[config.mk]
export PLATFORM = sky130hd
export DESIGN_NAME = nmea_sentence_field_extractor
export DESIGN_NICKNAME = d
export VERILOG_FILES = /design/src/rtl/nsfe_pkg.sv /design/src/rtl/nsfe_parser.sv /design/src/rtl/nmea_sentence_field_extractor.sv
export VERILOG_INCLUDE_DIRS = /design/src /design/src/rtl
export SDC_FILE = /design/constraint.sdc
export NUM_CORES = 1
export LEC_CHECK = 0
export BUFFER_PORTS_ARGS = -buffer_cell sky130_fd_sc_hd__buf_2
export CORE_MARGIN = 4
export CORE_UTILIZATION = 60
export DETAILED_ROUTE_END_ITERATION = 8
export PLACE_DENSITY = 0.92
export SLEW_MARGIN = 25
export SYNTH_ARGS = -nofsm -noshare
export SYNTH_HDL_FRONTEND = slang
export SYNTH_SLANG_ARGS = --single-unit
[constraint.sdc]
create_clock -name clk_i -period 4.3 [get_ports clk_i]
set_clock_uncertainty 0.05 [all_clocks]
set_input_delay 0.645 -clock clk_i [delete_from_list [all_inputs] [get_ports clk_i]]
set_output_delay 0.645 -clock clk_i [all_outputs]
set_load 0.02 [all_outputs]
[src/rtl/nmea_sentence_field_extractor_assert.svh]
// Assertion macros shared by the sentence field extractor RTL.
// No dependencies; included by modules that carry concurrent assertions.
`ifndef NMEA_SENTENCE_FIELD_EXTRACTOR_ASSERT_SVH
`define NMEA_SENTENCE_FIELD_EXTRACTOR_ASSERT_SVH

// Same-cycle implication, disabled while reset is asserted.
`define NSFE_ASSERT_IMP(label, clk, rstn, ante, cons, msg) \
  label: assert property (@(posedge clk) disable iff (!(rstn)) (ante) |-> (cons)) \
    else $error(msg);

// Next-cycle implication, disabled while reset is asserted.
`define NSFE_ASSERT_NXT(label, clk, rstn, ante, cons, msg) \
  label: assert property (@(posedge clk) disable iff (!(rstn)) (ante) |=> (cons)) \
    else $error(msg);

`endif

[src/rtl/nsfe_pkg.sv]
// Shared types and constants of the sentence field extractor.
// No dependencies; used by nsfe_parser and the top level.
package nsfe_pkg;

  // Framing characters.
  localparam logic [7:0] CH_DOLLAR = 8'h24;
  localparam logic [7:0] CH_STAR   = 8'h2A;
  localparam logic [7:0] CH_COMMA  = 8'h2C;

  // Header counter value once the body of a sentence is reached.
  localparam logic [2:0] HDR_BODY = 3'd6;

  // Reset values of the type code registers.
  localparam logic [31:0] TYPE_CODE_A_RST = 32'h434D_524E;
  localparam logic [31:0] TYPE_CODE_B_RST = 32'h4147_474E;
  localparam logic [31:0] TYPE_CODE_C_RST = 32'h5653_4750;

  // Default bounds.
  localparam int unsigned MAX_FIELDS_DEF      = 32;
  localparam int unsigned MAX_FIELD_CHARS_DEF = 16;

  // Sentence type codes.
  localparam logic [1:0] SENT_A = 2'd0;
  localparam logic [1:0] SENT_B = 2'd1;
  localparam logic [1:0] SENT_C = 2'd2;

  // Configuration register indexes.
  typedef enum logic [1:0] {
    CFG_TYPE_A = 2'd0,
    CFG_TYPE_B = 2'd1,
    CFG_TYPE_C = 2'd2
  } cfg_reg_e;

  // Kind of result item.
  typedef enum logic [1:0] {
    EV_CHAR    = 2'd0,
    EV_FIELD   = 2'd1,
    EV_VERDICT = 2'd2
  } event_kind_e;

  // One result item.
  typedef struct packed {
    event_kind_e event_kind;
    logic [1:0]  sentence_type;
    logic [4:0]  field_index;
    logic [3:0]  char_index;
    logic [7:0]  char_value;
    logic        checksum_ok;
  } result_t;

endpackage

[src/rtl/nsfe_parser.sv]
// Sentence parser state and per-byte decode of the field extractor.
// Depends on nsfe_pkg and nmea_sentence_field_extractor_assert.svh.
`include "nmea_sentence_field_extractor_assert.svh"

module nsfe_parser #(
  parameter int unsigned MAX_FIELDS      = nsfe_pkg::MAX_FIELDS_DEF,
  parameter int unsigned MAX_FIELD_CHARS = nsfe_pkg::MAX_FIELD_CHARS_DEF
) (
  input  logic              clk_i,
  input  logic              rst_ni,
  input  logic              step_i,
  input  logic [7:0]        rx_byte_i,
  input  logic [31:0]       type_code_a_i,
  input  logic [31:0]       type_code_b_i,
  input  logic [31:0]       type_code_c_i,
  output logic              res_valid_o,
  output nsfe_pkg::result_t res_o
);

  localparam int unsigned FNW = $clog2(MAX_FIELDS + 1);
  localparam int unsigned CPW = $clog2(MAX_FIELD_CHARS + 1);
  localparam logic [FNW-1:0] FN_MAX = FNW'(MAX_FIELDS);
  localparam logic [CPW-1:0] CP_MAX = CPW'(MAX_FIELD_CHARS);

  logic           active_q, active_d;
  logic [2:0]     hc_q, hc_d;
  logic [31:0]    hw_q, hw_d;
  logic [1:0]     mk_q, mk_d;
  logic           open_q, open_d;
  logic [FNW-1:0] fn_q, fn_d;
  logic [CPW-1:0] cp_q, cp_d;
  logic           inck_q, inck_d;
  logic [7:0]     xor_q, xor_d;
  logic [7:0]     hex0_q, hex0_d;
  logic           hcc_q, hcc_d;

  logic              emit;
  nsfe_pkg::event_kind_e emit_kind;
  logic [FNW-1:0]    emit_fn;
  logic [CPW-1:0]    emit_cp;
  logic [7:0]        emit_ch;
  logic              emit_ok;
  logic [2:0]        hc_n;
  logic [7:0]        hex_hi;
  logic [7:0]        hex_sum;
  logic [FNW+4:0]    fn_ext;
  logic [CPW+3:0]    cp_ext;

  // Value of one checksum digit; anything that is not 0-9 or A-F keeps its byte value.
  function automatic logic [7:0] hex_value(input logic [7:0] c);
    logic [7:0] v;
    if (c >= 8'h30 && c <= 8'h39) begin
      v = c - 8'h30;
    end else if (c >= 8'h41 && c <= 8'h46) begin
      v = c - 8'h37;
    end else begin
      v = c;
    end
    return v;
  endfunction

  assign hc_n    = (hc_q < nsfe_pkg::HDR_BODY) ? hc_q + 3'd1 : hc_q;
  assign hex_hi  = hex_value(hex0_q);
  assign hex_sum = {hex_hi[3:0], 4'h0} + hex_value(rx_byte_i);

  // Next state and result for the byte in the input register.
  always_comb begin
    active_d  = active_q;
    hc_d      = hc_q;
    hw_d      = hw_q;
    mk_d      = mk_q;
    open_d    = open_q;
    fn_d      = fn_q;
    cp_d      = cp_q;
    inck_d    = inck_q;
    xor_d     = xor_q;
    hex0_d    = hex0_q;
    hcc_d     = hcc_q;
    emit      = 1'b0;
    emit_kind = nsfe_pkg::EV_CHAR;
    emit_fn   = '0;
    emit_cp   = '0;
    emit_ch   = '0;
    emit_ok   = 1'b0;

    if (rx_byte_i == nsfe_pkg::CH_DOLLAR) begin
      // A dollar restarts the sentence from any state.
      active_d = 1'b1;
      hc_d     = '0;
      hw_d     = '0;
      mk_d     = nsfe_pkg::SENT_A;
      open_d   = 1'b0;
      fn_d     = '0;
      cp_d     = '0;
      inck_d   = 1'b0;
      hcc_d    = 1'b0;
    end else if (active_q) begin
      hc_d = hc_n;
      if (hc_n <= 3'd1) begin
        // First character seeds the checksum.
        xor_d = rx_byte_i;
      end else if (rx_byte_i == nsfe_pkg::CH_STAR) begin
        hw_d   = '0;
        inck_d = 1'b1;
        hcc_d  = 1'b0;
      end else begin
        if (!inck_q) begin
          xor_d = xor_q ^ rx_byte_i;
        end
        if (hc_n < nsfe_pkg::HDR_BODY) begin
          // Header characters, first one in the low byte.
          unique case (hc_n)
            3'd2:    hw_d[7:0]   = rx_byte_i;
            3'd3:    hw_d[15:8]  = rx_byte_i;
            3'd4:    hw_d[23:16] = rx_byte_i;
            default: hw_d[31:24] = rx_byte_i;
          endcase
        end else if (inck_q) begin
          // Two checksum digits, then the verdict.
          if (!hcc_q) begin
            hex0_d = rx_byte_i;
            hcc_d  = 1'b1;
          end else begin
            inck_d    = 1'b0;
            hcc_d     = 1'b0;
            active_d  = 1'b0;
            emit      = 1'b1;
            emit_kind = nsfe_pkg::EV_VERDICT;
            emit_ok   = (hex_sum == xor_q);
          end
        end else begin
          // Body byte: check the type first.
          priority if (hw_q == type_code_a_i) begin
            mk_d = nsfe_pkg::SENT_A;
          end else if (hw_q == type_code_b_i) begin
            mk_d = nsfe_pkg::SENT_B;
          end else if (hw_q == type_code_c_i) begin
            mk_d = nsfe_pkg::SENT_C;
          end else begin
            active_d = 1'b0;
          end
          if (active_d) begin
            if (rx_byte_i == nsfe_pkg::CH_COMMA) begin
              cp_d = '0;
              if (!open_q) begin
                open_d = 1'b1;
                fn_d   = '0;
              end else if (fn_q < FN_MAX) begin
                fn_d = fn_q + 1'b1;
              end
              if (fn_d < FN_MAX) begin
                emit      = 1'b1;
                emit_kind = nsfe_pkg::EV_FIELD;
                emit_fn   = fn_d;
              end
            end else if (open_q && fn_q < FN_MAX && cp_q < CP_MAX) begin
              emit      = 1'b1;
              emit_kind = nsfe_pkg::EV_CHAR;
              emit_fn   = fn_q;
              emit_cp   = cp_q;
              emit_ch   = rx_byte_i;
              cp_d      = cp_q + 1'b1;
            end
          end
        end
      end
    end
  end

  // Indices are reported at their port widths.
  assign fn_ext = (FNW + 5)'(emit_fn);
  assign cp_ext = (CPW + 4)'(emit_cp);

  assign res_valid_o          = emit;
  assign res_o.event_kind     = emit_kind;
  assign res_o.sentence_type  = mk_d;
  assign res_o.field_index    = fn_ext[4:0];
  assign res_o.char_index     = cp_ext[3:0];
  assign res_o.char_value     = emit_ch;
  assign res_o.checksum_ok    = emit_ok;

  // Parser control state.
  always_ff @(posedge clk_i or negedge rst_ni) begin
    if (!rst_ni) begin
      active_q <= 1'b0;
      hc_q     <= '0;
      hw_q     <= '0;
      mk_q     <= nsfe_pkg::SENT_A;
      open_q   <= 1'b0;
      fn_q     <= '0;
      cp_q     <= '0;
      inck_q   <= 1'b0;
      xor_q    <= '0;
      hcc_q    <= 1'b0;
    end else if (step_i) begin
      active_q <= active_d;
      hc_q     <= hc_d;
      hw_q     <= hw_d;
      mk_q     <= mk_d;
      open_q   <= open_d;
      fn_q     <= fn_d;
      cp_q     <= cp_d;
      inck_q   <= inck_d;
      xor_q    <= xor_d;
      hcc_q    <= hcc_d;
    end
  end

  // First checksum digit is always captured before it is used.
  always_ff @(posedge clk_i) begin
    if (step_i) begin
      hex0_q <= hex0_d;
    end
  end

  // A dollar leaves the header counter and checksum mode cleared.
  `NSFE_ASSERT_NXT(a_dollar_restart, clk_i, rst_ni,
    step_i && rx_byte_i == nsfe_pkg::CH_DOLLAR,
    active_q && hc_q == 3'd0 && !inck_q, "dollar did not restart the sentence")
  // A verdict ends the sentence.
  `NSFE_ASSERT_NXT(a_verdict_idle, clk_i, rst_ni,
    step_i && res_valid_o && res_o.event_kind == nsfe_pkg::EV_VERDICT,
    !active_q, "sentence still active after the checksum verdict")
  // Results come only from an active sentence, characters only from an open field.
  `NSFE_ASSERT_IMP(a_res_active, clk_i, rst_ni, res_valid_o,
    active_q && (res_o.event_kind != nsfe_pkg::EV_CHAR || open_q),
    "result produced outside an open sentence")

endmodule

[src/rtl/nmea_sentence_field_extractor.sv]
// Top level of the sentence field extractor: stream ports, type code registers,
// input and result registers. Depends on nsfe_pkg and nsfe_parser.
//
// Usage: received characters enter on the s_axis channel, one byte per
// transfer. Result items leave on the m_axis channel: a field character with
// its field and character indices, the start of a new field, or the checksum
// verdict at the end of a sentence. Bytes that cause no result leave nothing.
// The user must write the three type code registers on the cfg channel (index
// 0 to 2) only while no sentence is in flight; the block does not enforce it.
// cfg_ready_o is always high. A byte accepted on s_axis is held in the input
// register, decoded by the parser and its result captured in the result
// register, which drives m_axis. Throughput is one byte per cycle while
// the receiver does not stall. Reset puts the parser idle, waiting for a
// dollar, and loads the default type codes. When the receiver stalls, the
// result register holds its item, the byte behind it waits in the input
// register, and s_axis_tready falls only when both registers are full and
// m_axis_tready is low.
module nmea_sentence_field_extractor #(
  parameter int unsigned MAX_FIELDS      = nsfe_pkg::MAX_FIELDS_DEF,
  parameter int unsigned MAX_FIELD_CHARS = nsfe_pkg::MAX_FIELD_CHARS_DEF
) (
  input  logic        clk_i,
  input  logic        rst_ni,
  // Receive byte stream.
  input  logic        s_axis_tvalid,
  output logic        s_axis_tready,
  input  logic [7:0]  s_axis_tdata,   // [7:0] rx_byte
  // Result stream.
  output logic        m_axis_tvalid,
  input  logic        m_axis_tready,
  output logic [23:0] m_axis_tdata,   // [4:0] field_index, [8:5] char_index,
                                      // [16:9] char_value, [17] checksum_ok, rest zero
  output logic [3:0]  m_axis_tuser,   // [1:0] event_kind, [3:2] sentence_type
  // Configuration writes.
  input  logic        cfg_valid_i,
  output logic        cfg_ready_o,
  input  logic [1:0]  cfg_index_i,
  input  logic [31:0] cfg_data_i
);

  logic              in_valid_q, in_valid_d;
  logic [7:0]        in_byte_q;
  logic              out_valid_q, out_valid_d;
  nsfe_pkg::result_t out_res_q;
  logic              out_ready;
  logic              advance;
  logic              res_valid;
  nsfe_pkg::result_t res;
  logic [31:0]       code_a_q, code_b_q, code_c_q;

  // Pipeline flow control.
  assign out_ready     = !out_valid_q || m_axis_tready;
  assign advance       = in_valid_q && out_ready;
  assign s_axis_tready = !in_valid_q || out_ready;
  assign in_valid_d    = s_axis_tvalid;
  assign out_valid_d   = advance && res_valid;

  // Type code registers.
  assign cfg_ready_o = 1'b1;
  always_ff @(posedge clk_i or negedge rst_ni) begin
    if (!rst_ni) begin
      code_a_q <= nsfe_pkg::TYPE_CODE_A_RST;
      code_b_q <= nsfe_pkg::TYPE_CODE_B_RST;
      code_c_q <= nsfe_pkg::TYPE_CODE_C_RST;
    end else if (cfg_valid_i) begin
      unique case (nsfe_pkg::cfg_reg_e'(cfg_index_i))
        nsfe_pkg::CFG_TYPE_A: code_a_q <= cfg_data_i;
        nsfe_pkg::CFG_TYPE_B: code_b_q <= cfg_data_i;
        nsfe_pkg::CFG_TYPE_C: code_c_q <= cfg_data_i;
        default: ;
      endcase
    end
  end

  // Input register.
  always_ff @(posedge clk_i or negedge rst_ni) begin
    if (!rst_ni) begin
      in_valid_q <= 1'b0;
    end else if (s_axis_tready) begin
      in_valid_q <= in_valid_d;
    end
  end

  always_ff @(posedge clk_i) begin
    if (s_axis_tvalid && s_axis_tready) begin
      in_byte_q <= s_axis_tdata;
    end
  end

  nsfe_parser #(
    .MAX_FIELDS      (MAX_FIELDS),
    .MAX_FIELD_CHARS (MAX_FIELD_CHARS)
  ) u_parser (
    .clk_i         (clk_i),
    .rst_ni        (rst_ni),
    .step_i        (advance),
    .rx_byte_i     (in_byte_q),
    .type_code_a_i (code_a_q),
    .type_code_b_i (code_b_q),
    .type_code_c_i (code_c_q),
    .res_valid_o   (res_valid),
    .res_o         (res)
  );

  // Result register.
  always_ff @(posedge clk_i or negedge rst_ni) begin
    if (!rst_ni) begin
      out_valid_q <= 1'b0;
    end else if (out_ready) begin
      out_valid_q <= out_valid_d;
    end
  end

  always_ff @(posedge clk_i) begin
    if (out_valid_d && out_ready) begin
      out_res_q <= res;
    end
  end

  assign m_axis_tvalid = out_valid_q;
  assign m_axis_tdata  = {6'b0, out_res_q.checksum_ok, out_res_q.char_value,
                          out_res_q.char_index, out_res_q.field_index};
  assign m_axis_tuser  = {out_res_q.sentence_type, out_res_q.event_kind};

endmodule

==> impl_metrics.toml <==
[status]
status = "complete, no violations"

[global_route]
grt_pass1_vias = 6557
grt_use_met1_pct = 30.9
grt_pass1_wl_um = 34500
antenna_found_initial = 1
grt_usage_pct = 24.4
busiest_layer = "met2"
grt_max_degree = 102
grtUsageMet3_pct = 5.61
grt-ovfl-total = 0
grt_use_met2_pct = 41.5

[worst_setup_path]
start_kind = "flip-flop"
end_kind = "flip-flop"
cp_max_fo = 8
regToRegSetupSlack_ns = 0.37
worstPathArrival_ns = 4.12
reg2regPathDepth = 16
required_ns = 4.48
timing.rr.end = "m_axis_tdata[17]"
path_class = "reg -> reg"
r2r_start = "in_byte_q[0]"
startpoint = "in_byte_q[0]"

[cts]
htree_levels = 4
clkLatencyLatePin_ns = 0.43
cts_root_buffer = "clkbuf_16"
clock-sinks = 196
cts_buffers = 17
path_clk_slew_ns = 0.07
clk_path_buf_depth = 2
cts_tree = "yes"

[timing]
setup-tns-final_ns = 0
slew_viol_final = 0
tightestPinTransition_ns = 0.936
whs_ns = 0.252
rsz0062_at_grt = "false"
hold_viol = 0
max_freq_ghz = 0.254
relSlewSlack_pct = 37.6
min_period_ns = 3.93
setup_viol_count_final = 0
finalCritPeriodShare_pct = 91.4

[detailed_routing]
vias = 6420
dr.pass1.iters = 5
antenna_left = 0
wirelength_um = 21500
drtIter0Drc = 527
wl_per_cell_um = 19.5
post-route-drc-count = 0
via_per_inst = 5.85

[logic_synthesis]
synth-edff-count = 38
yosys.area_share.xor_xnor_pct = 11.0
yosys_warnings = 0
synthAdderAreaFrac_pct = 2.52
netlist.area_leader.share_pct = 29.8
synth_cell_types = 63
synthArstFlopShare_pct = 80.6
synth_ff_type = "dfrtp_1"
ys_top_cells_by_area = "dfrtp_1, mux2_2, edfxtp_1"
synth.most_common_cell = "mux2_2"
yosys.area.top_type = "dfrtp_1"
synth_seq_cells = 196
netlist_instances = 793
synth_commonest_cells = "mux2_2, dfrtp_1, xor2_1"
avgSynthCellArea_um2 = 12.3
ys_seq_area_share_pct = 52.9
synth_top_family_by_area = "multiplexers"
syn-cell-area_mm2 = 0.00974
synth_simple_gate_area_share_pct = 10.0
synth_compound_area_share_pct = 6.03
synthMuxAreaShare_pct = 15.2

[placement]
io_buffer_count = 70
gp_congestion = 0.915
post-dp-hpwl_um = 14600
dpl.cell_count = 1064
placedInstanceArea_mm2 = 0.0103

[power_and_ir_drop]
switching_power_mw = 1.46
internal-power_mw = 3.47
max-vdd-ir-drop_mv = 0.356
power_density_mw_per_mm2 = 452
p_clk_share_pct = 30.3
pwr-share-seq_pct = 50.5
leakage_nw = 4.74
power.share.switching_pct = 29.6
power.share.combinational_pct = 19.2
total_power_mw = 4.93

[floorplan]
die_h_um = 135
core_mm2 = 0.0159
die_area_mm2 = 0.0183
die_w_um = 135
start_util_pct = 61.3
num_io_pins = 78
rows = 46

[layout]
drive_gt1_share_pct = 34.1
antenna_cells = 0
fin_area_mm2 = 0.0109
nNetsFinal = 935
finalNonFillerCells = 1098
syn2layout_area_growth_pct = 11.9

[worst_hold_path]
min_path_type = "in -> async"

[flow_run]
drv_cap = 0
[through the flow]
step                utilization, %  worst slack (ns)
floorplan                        -             0.543
global placement              65.1             0.390
detailed placement            65.1             0.226
CTS                           68.5             0.133
global route                  68.6            0.0313
finish                        68.6             0.368
[power groups by stage]
stage | clock (mW) | combinational, mW | sequential, mW
3_3_place_gp | 0 | 0.894 | 2.50
6_report | 1.49 | 0.948 | 2.49
5_1_grt | 1.58 | 1.04 | 2.53
2_1_floorplan | 0 | 0.720 | 2.44
4_1_cts | 1.51 | 0.948 | 2.49
3_5_place_dp | 0 | 0.926 | 2.52
[worst max-delay path, stage by stage (launching register included)]
cell and delay [ns]:
edfxtp_1 0.50, inv_1 0.17, ha_1 0.25, inv_1 0.06
o211ai_1 0.11, a2111oi_2 0.41, buf_4 0.17, nand2_1 0.05
xnor2_1 0.13, nor2_1 0.07, or2_2 0.29, fa_1 0.41
xor2_1 0.16, xnor2_1 0.13, nor4_1 0.28, o211ai_1 0.14
a2111oi_2 0.36
[flip-flops by register name (all words and copies together) (netlist names), 6 cells and up]
signal / cells
code_a_q: 32
code_b_q: 32
code_c_q: 32
in_byte_q: 8
m_axis_tdata: 18
u_parser.fn_q: 6
u_parser.hex0_q: 8
u_parser.hw_q: 32
u_parser.xor_q: 8
[kinds of logic (layout without fill, tap and decap cells)]
group | Yosys count | in the layout
xor+xnor | 122 | 122
flops | 196 | 196
other cells | 2 | 7
fa+ha+maj | 19 | 19
compound gates | 88 | 88
simple gates | 185 | 185
buf+inv | 49 | 133
mux | 132 | 132
[per-layer routing]
layer / wire length (um) / vias up
met2: 10800 / 190
met3: 1140 / 37
met4: 524 / 2
met5: 13 / -
met1: 8960 / 3229
li1: - / 2962
[what timing repair did]
| item | CTS | global route |
|---|---|---|
| buffers inserted | 0 | 2 |
| setup endpoints to repair | 0 | 1 |
| hold buffers | 0 | 0 |
| gates resized for setup | 0 | 3 |
[placed cells by master, fill, tap and decap left out, types with 9 or more instances in the layout]
| cell type | instances |
|---|---|
| ha_1 | 18 |
| nand2_1 | 49 |
| mux2_2 | 127 |
| edfxtp_1 | 38 |
| buf_2 | 69 |
| nor4_1 | 29 |
| dfrtp_1 | 116 |
| nor2_1 | 25 |
| clkbuf_16 | 17 |
| xor2_1 | 75 |
| dfstp_2 | 42 |
| and2_1 | 9 |
| a21oi_1 | 20 |
| nand4_1 | 17 |
| buf_4 | 14 |
| xnor2_1 | 47 |
| o21ai_0 | 24 |
| inv_1 | 14 |
[area by class of cell]
cell class              count  area, um2
inverters                  16       60.1
flip-flops and latches    196       5150
multi-input cells         553       4400
fillers                  1166       4990
repair buffers             85        482
clock inverters            11       90.1
clock buffers              21        450
well taps                 216        270
[worst max path at each step]
stage               slack [ns]  cells past startpoint          endpoint
finish                    0.37                     16  m_axis_tdata[17]
global placement          0.39                     16  m_axis_tdata[17]
CTS                       0.13                     16  m_axis_tdata[17]
detailed placement        0.23                     16  m_axis_tdata[17]
floorplan                 0.54                     15  m_axis_tdata[17]
global route              0.03                     16  m_axis_tdata[17]
Note: power is estimated with default switching activity, not from simulation.
